$ cat src/hdl/mpa_pkg.sv
// mpa_pkg: shared constants and types of the max pooling argmax unit
// used by mpa_max_unit and max_pooling_2d_argmax_unit; depends on nothing

package mpa_pkg;

   localparam int MAX_HEIGHT   = 64;
   localparam int MAX_WIDTH    = 64;
   localparam int MAX_CHANNELS = 16;
   localparam int MAX_KERNEL   = 8;
   localparam int MAX_STEP     = 8;
   localparam int DATA_WIDTH   = 32;

   localparam int ROW_W   = 6;
   localparam int COL_W   = 6;
   localparam int CHAN_W  = 4;
   localparam int POS_W   = 6;
   localparam int ADDR_W  = ROW_W + COL_W + CHAN_W;
   localparam int DEPTH   = MAX_HEIGHT * MAX_WIDTH * MAX_CHANNELS;

   // register indexes of the configuration port
   localparam logic [2:0] REG_IN_HEIGHT    = 3'd0;
   localparam logic [2:0] REG_IN_WIDTH     = 3'd1;
   localparam logic [2:0] REG_NUM_CHANNELS = 3'd2;
   localparam logic [2:0] REG_KERNEL_SIZE  = 3'd3;
   localparam logic [2:0] REG_PAD_AMOUNT   = 3'd4;
   localparam logic [2:0] REG_STEP_SIZE    = 3'd5;

   // action codes of the request beat
   localparam logic ACT_WRITE = 1'b0;
   localparam logic ACT_QUERY = 1'b1;

   // one tap handed from the sequencer to the compare unit
   typedef struct packed {
      logic             valid;
      logic             first;
      logic             in_image;
      logic [POS_W-1:0] pos;
   } tap_type;

endpackage

$ cat src/hdl/mpa_max_unit.sv
// mpa_max_unit: shared signed compare unit that keeps the running window maximum
// depends on mpa_pkg

module mpa_max_unit
   import mpa_pkg::*;
(
   input  logic                         clock,
   input  tap_type                      tap,
   input  logic signed [DATA_WIDTH-1:0] tap_data,
   output logic signed [DATA_WIDTH-1:0] best_value,
   output logic [POS_W-1:0]             best_pos
);

   logic signed [DATA_WIDTH-1:0] best_ff;
   logic signed [DATA_WIDTH-1:0] best_in;
   logic [POS_W-1:0]             pos_ff;
   logic [POS_W-1:0]             pos_in;
   logic signed [DATA_WIDTH-1:0] value;
   logic                         take;

   // padding taps read as zero; first tap always wins, later ones only if strictly greater
   always_comb begin
      value   = tap.in_image ? tap_data : '0;
      take    = tap.valid && (tap.first || (value > best_ff));
      best_in = take ? value : best_ff;
      pos_in  = take ? tap.pos : pos_ff;
   end

   always_ff @(posedge clock) begin
      best_ff <= best_in;
      pos_ff  <= pos_in;
   end

   assign best_value = best_ff;
   assign best_pos   = pos_ff;

endmodule

$ cat config.mk
export PLATFORM = sky130hd
export DESIGN_NAME = mpa_max_unit
export DESIGN_NICKNAME = d
export VERILOG_FILES = /design/src/hdl/mpa_pkg.sv /design/src/hdl/mpa_max_unit.sv
export SDC_FILE = /design/constraint.sdc
export NUM_CORES = 1
export LEC_CHECK = 0
export BUFFER_PORTS_ARGS = -buffer_cell sky130_fd_sc_hd__buf_2
export CAP_MARGIN = 20
export CORE_UTILIZATION = 53
export CTS_CLUSTER_SIZE = 20
export DETAILED_ROUTE_END_ITERATION = 6
export PLACE_DENSITY = 0.92
export RECOVER_POWER = 50
export SLEW_MARGIN = 20
export SYNTH_ARGS = -nofsm -noshare
export SYNTH_HDL_FRONTEND = slang
export SYNTH_SLANG_ARGS = --single-unit
$ cat constraint.sdc
create_clock -name clock -period 15.9 [get_ports clock]
set_input_delay 2.385 -clock clock [delete_from_list [all_inputs] [get_ports clock]]
set_output_delay 2.385 -clock clock [all_outputs]
set_load 0.01 [all_outputs]
# Yosys cells after proc, flatten, opt, wreduce, memory -nomap -nowiden
# Cells that the tools add are included.
# W data, S select, Z words.
# word_totals
regBits,38
latch_bits,0
ram_bits,0
rom_bits,0
inputBits,42
out_inout_bits,38
elab_cells,6
n_memories,0
# classes
n_addsub,0
n_mul,0
div_mod_pow,0
magnitude_cmp,1
n_eq_ne,0
n_shift,0
mux,1
bitwise_logic,0
n_reduce_logical,2
# op_table
operator,n
$gt A32 B32 Y1,1
$mux W32,1
$logic_and A1 B1 Y1,1
$logic_or A1 B1 Y1,1

# Logic depth before layout (Yosys ltp)
# Gate-level depths: netlist of run 1.
# logic_depth
depth_word,4
ltp_mapped,8
depth_no_buf,7

# Worst setup path after synthesis of run 1
# Ideal clock, no wire load.
# synth_timing
path_type,input to register
startpoint,input port tap[6] (netlist bit)
endpoint,register pos_ff[0] (netlist: best_pos[0]) (enable)
setup_ns,0.491
arrival_time_ns,6.631
t_required_ns,15.409
slack_ns,8.778
path_stages,8
path_buffers,1
cell_sequence,clkbuf_1 > and2_1 > ha_1 > nand4_2 > nor4_2 > a2bb2oi_1 > and4b_1 > a211oi_1
# synth_via
elab_chain_cells,4
# synth_lines
element,line_no,rtl
from (decl),mpa_max_unit.sv:8,"input tap_type tap,"
$mux W32,mpa_max_unit.sv:23,value = tap.in_image ? tap_data : '0;
named net value[31],mpa_max_unit.sv:18,logic signed [DATA_WIDTH-1:0] value;
$gt A32 B32 Y1,mpa_max_unit.sv:24,take = tap.valid && (tap.first || (value > best_ff));
$logic_or A1 B1 Y1,mpa_max_unit.sv:24,
$logic_and A1 B1 Y1,mpa_max_unit.sv:24,
named net take,mpa_max_unit.sv:19,logic take;
to (signal assigned),mpa_max_unit.sv:31,pos_ff <= pos_in;
to (decl),mpa_max_unit.sv:16,logic [POS_W-1:0] pos_ff;
# The timed path passes the listed nets, and every way through them passes these cells.
# A chain may end at the register's enable or synchronous reset.

# Worst setup path after layout of run 1
# layout_timing
startpoint,input port tap[6] (netlist bit)
endpoint,register best_ff[10] (netlist: best_value[10]) (enable)
# layout_via
elab_chain_cells,4
# layout_lines
element,line_no,rtl
$mux W32,mpa_max_unit.sv:23,
named net value[31],mpa_max_unit.sv:18,
$gt A32 B32 Y1,mpa_max_unit.sv:24,
$logic_or A1 B1 Y1,mpa_max_unit.sv:24,
$logic_and A1 B1 Y1,mpa_max_unit.sv:24,
named net take,mpa_max_unit.sv:19,
to (signal assigned),mpa_max_unit.sv:30,best_ff <= best_in;
to (decl),mpa_max_unit.sv:14,logic signed [DATA_WIDTH-1:0] best_ff;
# The timed path passes the listed nets, and every way through them passes these cells.

==> results.md, run 1 <==
- For this run, the slowest stage of the critical path takes 730 ps.
- The cell area that synthesis handed to floorplanning was 2188 µm².
- The area of the placeable core is 3799 µm².
- The overall die area is 4390 µm².
- The final layout contains 344 nets.
- The worst setup path is of the in2reg kind.
- The finished cells cover 2736 µm².
- The via-per-instance ratio is 5.339.
- The count of buffers added on input and output ports is 79.
- The count of cells in the finished layout, fillers not included, comes to 319.
- The run finished with clean final reports.
- Static timing analysis puts the maximum clock frequency at 175.3 MHz.
- The worst endpoint data arrival time is 5660 ps.
- The number of cell instances on the worst register-to-register path is 8.
- The overall global routing resource usage is 23.01%.
- Across the run, the number of max-cap violations was 0.
- Entering global routing, the biggest net connects 33 pins.
- The insertion delay to the later sink of the worst-skew pair is 290 ps.
- For this run, asynchronously set or reset flops after synthesis account for 0%.
- The switching part of the total is 26.60%.
- The path with the worst hold slack has its endpoint at best_value[3].
- For this run, design rule violations remaining after detail routing come to 0.
- The share of total power dissipated in combinational logic is 19.8%.
- Buffers inserted to repair hold after CTS numbered 0.
- The main flop type after synthesis is edfxtp_1.
- By area the synthesized netlist is led by edfxtp_1 52%, ha_1 18%, and2_1 8.9%, inv_1 5.5%, a21oi_1 2.1%.
- After floorplanning, the core was divided into 22 placement rows.
- CTS placed an instance of clkbuf_8 at the clock tree root.
- Counting distinct cell types in the post-synthesis netlist gives 27.
- The timing startpoint of the critical path is tap[6].
- Sequential cells account for 48.8% of the total power.
- The number of cells after detailed placement is 311.
- The internal power is 188.3 µW.
- The count of antenna diodes in the layout is 0.
- The start of the worst register-to-register path is best_value[31].
- The startpoint identified for the worst hold timing path is best_value[16].
- The biggest fanout along the worst timing path is 32.
- The count of filler cells inserted in the layout is 297.
- The last weighted congestion value of the routability-driven placer is 0.7928.
- Before antenna repair, the detailed router went through 4 iterations.
- STA classifies the critical path startpoint as an input port.
- After clock tree synthesis, the repair step resized 0 gates.
- The post-synthesis net count is 260.
- In this run the vertical extent of the chip is 66.26 µm.
- The hold violation count in the final report came to 0.
- The number of cells traversed by the worst hold path is 5.
- Setup violations remaining at the end of the flow were counted as 0.
- Registers take 1141 µm².
- The synthesis warning total is 0.
- The post-route fraction of the period consumed by the critical path is 35.87%.
- Counting buffers and inverters, the worst setup path is 9 cells deep.
- The cell area after placement is 2653 µm².
- Across the VDD grid, the largest voltage drop is 0.00004557 V.
- The reg-to-reg setup timing slack is 12,780 ps.
- For this block, the initial DRC count from the detailed router was 157.
- The post-CTS setup buffer count is 0.
- The signed area change from the synthesized netlist to the final layout is 25.04%.
- The tightest min-delay check is of the reg2reg type.
- Summed over its instances, the top area cell type makes up 52.14% of the synthesized netlist area.
- The via count of the first global-routing pass is 1,613.
- For this configuration, the core starts out at a cell density of 57.61%.
- The clock tree from TritonCTS is done.
- The sink count of the clock tree is 38.
- The global route total overflow is 0.
- The most common cell in the synthesized netlist is edfxtp_1.
- Across all layers, the routed design uses 1,703 vias.
- The top-level port count is 80.
- The critical path goes through clkbuf_1 -> and2_0 -> ha_1 -> nand4_2 -> nor4_2 -> nand4_1 -> a31o_1 -> a211oi_4 -> buf_4.
- The first-pass GRT wire length is 7.327 mm.
- On the critical path the largest part of the delay comes from buffers and inverters.
- CTS built an H-tree with a depth of 2.
- Ranked by instance count, the synthesized netlist is headed by 38 x edfxtp_1, 32 x ha_1, 32 x inv_1.
- The worst-margin pin slew is 1015 ps.
- In the final layout, the multi-input gates occupy 928.4 µm².
- Cells fill 72.04% of the core in the end.
- The die is 66.26 µm wide.
- Setup repair after global routing left no endpoint under its margin.
- The worst register-to-register path ends at best_value[10].
- The number of antenna violations at the first check in global routing came to 0.
- The final-report max-slew violation count was 0.
- The largest buffer count on any clock path is 2.
- The synthesized design spends more area on one cell type than any other, namely edfxtp_1.
- Buffers inserted during clock tree synthesis total 5.
- The clock period could shrink to 5703 ps.
- Counting flops and latches in the post-synthesis netlist gives 38.
- Of the synthesized area, sequential elements account for 52.14%.
- At the worst endpoint, the required time is 15,860 ps.
- The total detailed-routing wirelength is 4.664 mm.
- The nature of the critical path endpoint is a flip-flop.
- The synthesized area divided by synthesized cell count is 11.77 µm².
- The final routed wire length divided by cell count is 14.62 µm.
- The net switching power of the design is 68.24 µW.
- The normalized max-slew margin is 32.35%.
- On the final layout, the worst clock skew is 8.157 ps.
- Once detail routing completed, the nets flagged for antenna violations numbered 0.
- Clock-pin slew was measured on the worst setup and hold paths at 80 ps.
- The number of buffer and inverter instances along the worst setup path is 2.
- Detailed placement finished with a half-perimeter wire length of 3.559 mm.
- The synthesized design contains 38 enable-type register cells.
- Adding up every negative setup slack in the final design gives 0 ps.
- Per report_power, the clock group accounts for 31.4% of the total.
- Dividing total power by cell area gives a power density of 93.74 nW/µm².
- Of the cells placed in the final design, the portion with a size suffix greater than 1 is 26.20%.
- The design draws 256.5 µW.
- Summed over all cells, the static leakage comes to 0.001268 µW.
- The instance count of the mapped netlist is 186.
- The cell type of the slowest stage on the worst timing path is clkbuf_1.
[worst max-delay path by stage]
stage | to | slack (ps)
2_1_floorplan | best_pos[0] | 8780
3_3_place_gp | best_pos[2] | 10500
3_5_place_dp | best_value[30] | 10330
4_1_cts | best_pos[0] | 10620
5_1_grt | best_pos[0] | 9840
6_report | best_value[10] | 10200
[placed cells by master (no fill, tap or decap)]
cell and count:
a31o_1 1, a211oi_4 1, nor2b_1 1, a221oi_1 2, a21o_1 2, edfxtp_1 38
and4b_1 1, a211oi_1 1, o21a_1 1, buf_2 59, o211ai_1 1, clkbuf_8 5
nor4_2 1, ha_1 32, nand2_1 7, a2111o_1 1, a21oi_1 9, nand4_2 1
nand2b_1 1, and2_1 1, a2bb2oi_1 1, a221o_1 2, clkbuf_1 20, nand4_1 6
buf_4 1, clkinv_2 2, and2_0 32, inv_1 32, bufinv_16 1, nand3_1 3
o41ai_1 1, nor2_1 2, o21ai_0 2
[worst register-to-register path: stages (launching register included)]
cell and delay (ps):
edfxtp_1 370, inv_1 50, ha_1 340, nand4_2 170, nor4_2 360, nand4_1 170
a31o_1 250, a211oi_4 600, buf_4 450
[power groups by stage]
stage	combinational, µW	clock, µW	sequential (µW)
after floorplan	25.9	0	132
after global placement	49.4	0	127
after detailed placement	51.6	0	127
after CTS	52.3	81.9	125
after global routing	56.6	86.0	126
final	50.7	80.6	125
[registers in the layout, summed over array words and instances, names as in the netlist]
register / cells
best_value: 32
best_pos: 6
[layout make-up]
class / instances / area share (%)
clock buffer: 5 / 2.515
clock inverter: 3 / 1.463
inverter: 32 / 4.390
multi-input combinational: 113 / 33.93
sequential: 38 / 41.70
tap: 48 / 2.195
timing repair buffer: 80 / 13.81
[layer usage]
layer  vias up  share of wire (%)  track usage (%)
li1        830                  -                -
met1       788                 44            29.72
met2        75                 46            36.22
met3        10                8.0            5.517
met4         0                2.1            10.90
met5         -                  0                0
[logic make-up after synthesis]
family          count (synthesis)  share of synthesized area [%]
simple gates                   56                          15.55
buf+inv                        35                          6.004
fa+ha+maj                      32                          18.30
flops                          38                          52.14
compound gates                 25                          8.005
[metrics by stage]
| stage | setup WS, ps | hold WS (ps) |
|---|---|---|
| 3_3_place_gp | 10500 | 1205 |
| 4_1_cts | 10620 | 1258 |
| 6_report | 10200 | 1255 |
| 3_5_place_dp | 10330 | 1234 |
| 5_1_grt | 9836 | 1328 |
| 2_1_floorplan | 8778 | 1550 |
No activity file was read; power rests on OpenSTA's default activity.
==> inputs of run 2 (changes only) <==
--- a/config.mk
+++ b/config.mk
@@ -7,10 +7,10 @@
 export LEC_CHECK = 0
 export BUFFER_PORTS_ARGS = -buffer_cell sky130_fd_sc_hd__buf_2
 export CAP_MARGIN = 20
-export CORE_UTILIZATION = 53
+export CORE_UTILIZATION = 49
 export CTS_CLUSTER_SIZE = 20
 export DETAILED_ROUTE_END_ITERATION = 6
-export PLACE_DENSITY = 0.92
+export PLACE_DENSITY = 0.86
 export RECOVER_POWER = 50
 export SLEW_MARGIN = 20
 export SYNTH_ARGS = -nofsm -noshare
==> constraint.sdc (replaced) <==
create_clock -name clock -period 5.9 [get_ports clock]
set_input_delay 0.885 -clock clock [delete_from_list [all_inputs] [get_ports clock]]
set_output_delay 0.885 -clock clock [all_outputs]
set_load 0.01 [all_outputs]
==> run 2 against run 1 <==
  * Final cell count grew 0.63%
  * First-iteration DRC count down 11%
  * Core utilization fell by 6.5 points
  * Highest routed layer unchanged
  * Critical path type unchanged
==> results.md, run 2 (synthesis gave the netlist of run 1 again) <==
- The number of flip-flops under the largest register name is 32 (unchanged).
- The effective utilization at floorplan was 52.81% (-4.8 points).
- The fmax is 228.0 MHz.
- The last weighted congestion value of the routability-driven placer is 0.7961 (+0.42%).
- The number of max-capacitance violations reported was 0 (unchanged).
- The leading cell type in the layout, fill and taps excluded is buf_2.
- The overall global routing resource usage is 19.73% (-3.3 points).
- The final-report max-slew violation count is 0 (unchanged).
- The final total negative setup slack was 0 ps (unchanged).
- Walking the worst path, the cells encountered are clkbuf_1 -> and2_0 -> ha_1 -> nand4_2 -> nor4_2 -> nand4_1 -> a31o_1 -> a211oi_4 -> buf_4.
- The hold violation count in the final report is 0 (unchanged).
- The detailed-placement wirelength estimate was 3.428 mm (-3.7%).
- The via-per-instance ratio was 5.128 (-3.9%).
- The post-cts sizing count is 0 (unchanged).
- The y dimension of the die is 68.83 µm (+3.9%).
- The number of rows created at floorplan is 23 (+4.5%).
- On the critical path the largest part of the delay comes from buffers and inverters.
- The number of cell instances on the worst register-to-register path is 8 (unchanged).
- The total power is 643.4 µW (+150%).
- Leaving out fill and tap cells, the most frequent cells in the layout are 59 x buf_2, 38 x edfxtp_1, 32 x inv_1, 32 x and2_0, 32 x ha_1.
- The via count of the first global-routing pass is 1,524 (-5.5%).
- The peak ir drop on the vdd network is 0.0001672 V (+270%).
- From synthesis to final layout, the design area changed by 24.07%.
- The largest buffer count on any clock path is 2 (unchanged).
- The net count of the finished layout is 344 (unchanged).
- The setup clock skew after layout is 7.904 ps (-0.2526 ps).
- The final routed wire length divided by cell count came to 13.45 µm (-8.0%).
- The insertion delay to the later sink of the worst-skew pair was 290 ps (about the same).
- The worst setup path is launched from an input port.
- The power per cell area came to 237.0 nW/µm² (+150%).
- The detailed-route via count is 1,646 (-3.3%).
- The setup-violating endpoint count in the final report is 0 (unchanged).
- The biggest cell delay along the critical path is 840 ps (+110 ps).
- The count of port buffers added during placement is 79 (unchanged).
- The final critical-path required period is 4386 ps.
- The capture point of the worst reg-to-reg path is best_value[19].
- The width of the die is 68.83 µm (+3.9%).
- The normalized max-slew margin is 29.54% (-2.8 points).
- The total area of sequential cells was 1141 µm² (unchanged).
- The reg-to-reg setup timing slack is 2610 ps (-10,170 ps).
- The top-level port count is 80 (unchanged).
- The CTS buffer count is 5 (unchanged).
- The biggest fanout along the worst timing path is 32 (unchanged).
- Setup repair after global routing left no endpoint under its margin.
- In this run the worst hold path is classified as in2reg.
- The number of design-rule violations left by the first detailed-router iteration came to 140 (-11%).
- The post-CTS setup buffer count is 0 (unchanged).
- The share of the core filled with cells was 65.52% (-6.5 points).
- The pin count of the biggest net entering global routing is 33 (unchanged).
- The total detailed-routing wirelength is 4.318 mm (-7.4%).
- The worst endpoint required time is 5880 ps (-9980 ps).
- The leakage power is 0.001252 µW (-1.3%).
- After layout, the worst path uses 74.34% of the clock period.
- The CTS clock-pin slew for the worst setup and hold paths is 80 ps (about the same).
- The number of nets still failing antenna checks after routing is 0 (unchanged).
- In this run the most critical hold path is launched from tap[1].
- For hold timing, the worst endpoint is best_pos[1].
- The number of cells traversed by the worst hold path was 1 (-4).
- The run finished with clean final reports.
- The area of the placeable core is 4144 µm² (+9.1%).
- The total of hold buffers inserted after clock tree synthesis is 0 (unchanged).
- The H-tree depth is 2 (unchanged).
- The overall die area is 4738 µm² (+7.9%).
- The worst register-to-register path begins at best_value[31].
- The sink count of the clock tree is 38 (unchanged).
- The number of detailed-route iterations in the first pass is 4 (unchanged).
- The first-pass GRT wire length is 6.672 mm (-8.9%).
- The worst endpoint data arrival time is 4360 ps (-1300 ps).
- The nature of the critical path endpoint is a flip-flop.
- The cell type of the slowest stage on the worst timing path is a211oi_4.
- The layout cell share with drive strength beyond 1 is 25.83% (-0.37 points).
- The global route total overflow is 0 (unchanged).
- The number of buffer and inverter instances along the worst setup path was 2 (unchanged).
- The area occupied by multi-input gates is 928.4 µm² (unchanged).
- The count of antenna diodes in the layout is 0 (unchanged).
- The worst-margin pin slew is 1057 ps (+42.18 ps).
- The clock tree from TritonCTS is done.
- The critical path starts at tap[6].
- The number of stages on the worst setup path is 9 (unchanged).
- The root buffer cell chosen for the clock tree is clkbuf_8.
- The number of remaining DRC errors is 0 (unchanged).
- The count of filler cells inserted in the layout is 345 (+16%).
- The category of the critical setup timing path is in2reg.
- The number of antenna violations at the first check in global routing is 0 (unchanged).
==> run 2: changes by cell type in the layout (fill, tap and decap cells not counted) <==
cell,previous run,this run
clkinvlp_4,0,1
bufinv_16,1,0
clkinv_1,0,1
clkinv_2,2,1
==> run 2: metal layers <==
metal,GRT usage [%],vias up,wire (µm)
li1,-,830,-
met1,25.60,755,1989
met2,31.99,59,2057
met3,4.934,2,235
met4,6.888,0,36
met5,0,-,0
==> run 2: per-stage QoR <==
stage	setup slack [ps]	std cells	hold slack (ps)	cell area, µm²
3_5_place_dp	1648	313	1064	2655
2_1_floorplan	277.8	186	983.9	2188
3_3_place_gp	1838	313	1063	2655
6_report	1514	321	763.6	2715
4_1_cts	1963	321	754.7	2740
5_1_grt	1188	321	751.3	2715
==> run 2: layout make-up <==
type | instances | area share [%]
Sequential cell | 38 | 42.03
Multi-Input combinational cell | 113 | 34.19
Timing Repair Buffer | 80 | 13.92
Inverter | 32 | 4.424
Clock buffer | 5 | 2.535
Tap cell | 50 | 2.304
Clock inverter | 3 | 0.5991
==> run 2: power by group <==
part           internal [µW]  switching [µW]  total, µW
Sequential               327            10.2        337
Clock                   80.9            92.7        174
Combinational           55.4            77.4        133
==> run 2: worst max path at each step <==
stage / to / slack [ps]
finish: best_value[19] / 1510
global placement: best_value[19] / 1840
detailed placement: best_pos[5] / 1650
floorplan: best_pos[0] / 280
global route: best_value[17] / 1190
CTS: best_value[19] / 1960
==> run 2: worst reg2reg max path, delay by kind of cell (launching register included) <==
kind | cells | cell delay (ps)
adders and majority gates | 1 | 350
and+or+nand+nor | 3 | 690
buffers and inverters | 2 | 460
AOI/OAI and AO/OA | 2 | 1090
DFF | 1 | 370
==> inputs of run 3 (changes only) <==
--- a/config.mk
+++ b/config.mk
@@ -5,12 +5,13 @@
 export SDC_FILE = /design/constraint.sdc
 export NUM_CORES = 1
 export LEC_CHECK = 0
+export ABC_AREA = 1
 export BUFFER_PORTS_ARGS = -buffer_cell sky130_fd_sc_hd__buf_2
 export CAP_MARGIN = 20
-export CORE_UTILIZATION = 49
+export CORE_UTILIZATION = 50
 export CTS_CLUSTER_SIZE = 20
 export DETAILED_ROUTE_END_ITERATION = 6
-export PLACE_DENSITY = 0.86
+export PLACE_DENSITY = 0.87
 export RECOVER_POWER = 50
 export SLEW_MARGIN = 20
 export SYNTH_ARGS = -nofsm -noshare
==> constraint.sdc (replaced) <==
create_clock -name clock -period 4.2 [get_ports clock]
set_input_delay 0.63 -clock clock [delete_from_list [all_inputs] [get_ports clock]]
set_output_delay 0.63 -clock clock [all_outputs]
set_load 0.01 [all_outputs]
==> run 3 against run 2 <==
  * Die area rose by 1.6%
  * Hold slack lost 260 ps
  * Global-route usage is 0.91 points higher
  * Clock skew is essentially flat
  * Total power is 53% higher
  * Clock power increased by 82%
  * Critical endpoint is now best_value[27]
  * Largest cell class unchanged
==> results.md, run 3 <==
- The run finished with clean final reports.
- The pin count of the biggest net entering global routing is 33 (unchanged).
- The fraction of synthesized area in multiplexers is 0% (unchanged).
- The number of design-rule violations left by the first detailed-router iteration is 143 (+2.1%).
- The worst path setup slack after routing was 1028 ps (-485.5 ps).
- The number of standard cells in the layout, taps in and fillers out came to 386 (+20%).
- The reg-to-reg setup timing slack was 1520 ps (-1090 ps).
- The post-route fraction of the period consumed by the critical path is 75.51%.
- The net count of the finished layout is 407 (+18%).
- The nature of the critical path endpoint is a flip-flop.
- The fraction of the mapped netlist area in compound gates is 4.793% (-3.2 points).
- The total detailed-routing wirelength is 4.613 mm (+6.8%).
- The H-tree depth is 2 (unchanged).
- The setup-violating endpoint count in the final report is 0 (unchanged).
- The synthesized cell area was 2271 µm² (+3.8%).
- The worst register-to-register path begins at best_value[31].
- The detailed-route via count is 1,828 (+11%).
- The launch instance of the worst min-delay path is tap[3].
- The most used flip-flop cell after synthesis is edfxtp_1.
- By instance count, the leading cell after synthesis is inv_1.
- The hold path endpoint is best_pos[3].
- The number of rows created at floorplan is 24 (+4.3%).
- The worst-margin pin slew was 595.7 ps (-461.3 ps).
- The post-cts sizing count is 0 (unchanged).
- The number of cells traversed by the worst hold path came to 1 (unchanged).
- From synthesis to final layout, the design area changed by 24.96%.
- The insertion delay to the later sink of the worst-skew pair is 290 ps (about the same).
- The sink count of the clock tree is 38 (unchanged).
- By area the synthesized netlist is led by edfxtp_1 50%, ha_1 18%, inv_1 11%, nand2_1 11%, a21oi_1 2.9%.
- The effective utilization at floorplan is 52.16% (-0.65 points).
- By area, the combinational part of the netlist is dominated by adder cells.
- The synthesized area divided by synthesized cell count came to 9.120 µm² (-22%).
- The final critical-path required period is 3172 ps.
- The setup clock skew after layout is 7.744 ps (-0.1597 ps).
- The overall die area is 4816 µm² (+1.6%).
- The number of nets still failing antenna checks after routing is 0 (unchanged).
- The root buffer cell chosen for the clock tree is clkbuf_8.
- The biggest fanout along the worst timing path is 32 (unchanged).
- The y dimension of the die came to 69.40 µm (+0.82%).
- The post-CTS setup buffer count was 0 (unchanged).
- The number of flip-flops under the largest register name is 32 (unchanged).
- The arithmetic-cell share of the synthesized area counting full adders, half adders and majority gates is 17.63% (-0.67 points).
- The instance count of the mapped netlist is 249 (+34%).
- The share of the synthesized netlist area taken by xor and xnor gates is 0% (unchanged).
- STA classifies the critical path startpoint as an input port.
- The overall global routing resource usage is 20.63% (+0.91 points).
- The area fraction in and, or, nand and nor cells after synthesis is 15.10% (-0.46 points).
- The leakage power came to 0.001597 µW (+28%).
- The worst endpoint data arrival time is 3180 ps (-1180 ps).
- The sequential element share of the synthesized area is 50.25% (-1.9 points).
- The number of different library cells in the post-synthesis netlist is 19 (-30%).
- The detailed-placement wirelength estimate is 3.421 mm (-0.22%).
- The worst endpoint required time is 4200 ps (-1680 ps).
- For this run, the top clock speed supported by timing is 315.3 MHz.
- The synthesis warning total came to 0 (unchanged).
- The power per cell area was 345.8 nW/µm² (+46%).
- The CTS buffer count came to 5 (unchanged).
- The final-report max-slew violation count was 0 (unchanged).
- The layout cell share with drive strength beyond 1 is 22.46% (-3.4 points).
- The via-per-instance ratio was 4.736 (-7.6%).
- The number of remaining DRC errors is 0 (unchanged).
- The number of antenna violations at the first check in global routing is 0 (unchanged).
- The peak ir drop on the vdd network is 0.0001603 V (-4.2%).
- Setup repair after global routing left no endpoint under its margin.
- The number of detailed-route iterations in the first pass is 5 (+1).
- The category of the critical setup timing path is in2reg.
- The endpoint identified for the worst register-to-register timing path is best_value[27].
- The leading cell type in the layout, fill and taps excluded is inv_1.
- The largest buffer count on any clock path is 2 (unchanged).
- The first-pass GRT wire length is 7.824 mm (+17%).
- The pre-CTS setup slack is 743.9 ps (-903.9 ps).
- In this run the worst hold path is classified as in2reg.
- The biggest area contributor in the post-synthesis netlist is edfxtp_1.
- The top-level port count is 80 (unchanged).
- The width of the die was 69.40 µm (+0.82%).
- The total of hold buffers inserted after clock tree synthesis is 0 (unchanged).
- The area of the placeable core came to 4354 µm² (+5.1%).
- The top-area cell type share of the netlist area is 50.25% (-1.9 points).
- The via count of the first global-routing pass was 1,786 (+17%).
- In the layout the commonest cells are 68 x inv_1, 65 x nand2_1, 60 x buf_2, 38 x edfxtp_1, 32 x ha_1.
- The final routed wire length divided by cell count is 11.95 µm (-11%).
- The hold violation count in the final report is 0 (unchanged).
- The number of max-capacitance violations reported was 0 (unchanged).
- The share of synthesized flip-flops with an asynchronous set or reset is 0% (unchanged).
- The final total negative setup slack was 0 ps (unchanged).
- The number of cell instances on the worst register-to-register path is 13 (+5).
- The count of antenna diodes in the layout is 0 (unchanged).
- The count of flip-flops with a built-in enable after synthesis is 38 (unchanged).
- The CTS clock-pin slew for the worst setup and hold paths was 80 ps (about the same).
- The number of storage elements in the synthesis netlist is 38 (unchanged).
- The last weighted congestion value of the routability-driven placer is 0.7485 (-6.0%).
- TritonCTS built the clock tree.
- The number of cells after detailed placement came to 378 (+21%).
- The global route total overflow came to 0 (unchanged).
- The post-synthesis net count is 323 (+24%).
- The normalized max-slew margin is 60.20% (+31 points).
- After synthesis, the most frequently instantiated cells are 68 x inv_1, 65 x nand2_1, 38 x edfxtp_1.
- The count of port buffers added during placement is 79 (unchanged).
## run 3: routing by layer
metal / global-route usage, % / part of all wire, % / up-vias
met5: 0 / 0 / -
met1: 26.97 / 46 / 815
met4: 7.937 / 1.5 / 0
met3: 4.360 / 5.7 / 7
met2: 33.66 / 47 / 64
li1: - / - / 942
## run 3: cell families (layout without fill, tap and decap cells)
family / Yosys count / after routing
simple gates: 85 / 85
buf+inv: 74 / 159
flops: 38 / 38
fa+ha+maj: 32 / 32
compound gates: 20 / 20
## run 3: where the power goes
group	leakage, µW	internal, µW	switching, µW	total [µW]
Sequential	0.000375	456	14.2	471
Clock	0.0000504	177	140	316
Combinational	0.00117	77.2	117	195
Total	0.00160	710	271	981
## run 3: worst max path at each step
stage | startpoint | endpoint | slack (ps) | depth (start not counted)
final | tap[6] | best_value[27] | 1030 | 15
after global routing | tap[6] | best_value[13] | 770 | 16
after CTS | tap[6] | best_value[13] | 1050 | 13
after detailed placement | tap[6] | best_value[29] | 740 | 13
after global placement | tap[6] | best_value[28] | 860 | 13
after floorplan | tap[6] | best_pos[0] | 730 | 15
## run 3: final cells by class
| type | count | area (µm²) |
|---|---|---|
| clock buffers | 5 | 68.82 |
| clock inverters | 3 | 45.04 |
| fillers | 387 | 1516 |
| inverters | 71 | 266.5 |
| multi-input cells | 137 | 859.6 |
| flip-flops and latches | 38 | 1141 |
| well taps | 52 | 65.06 |
| repair buffers | 80 | 391.6 |
## run 3: stage by stage
| step | cell area [µm²] | total power [µW] | hold slack (ps) | utilization, % |
|---|---|---|---|---|
| 2_1_floorplan | 2271 | 596.0 | 728.9 | - |
| 3_5_place_dp | 2748 | 675.3 | 808.1 | 63.10 |
| 3_3_place_gp | 2748 | 667.6 | 812.6 | 63.10 |
| 6_report | 2838 | 981.3 | 505.2 | 65.17 |
| 4_1_cts | 2861 | 990.1 | 499.9 | 65.72 |
| 5_1_grt | 2838 | 1035 | 494.4 | 65.17 |
## run 3: worst max-delay path, stage by stage
cell	delay, ps
buf_2	460
nand2_1	110
inv_1	120
ha_1	200
nand2_1	90
nor2_2	140
nand2_2	90
nor2_1	120
nand2_1	80
o21ai_1	80
nor2_1	60
nand3_1	80
nand3_1	120
a21oi_4	520
buf_12	260
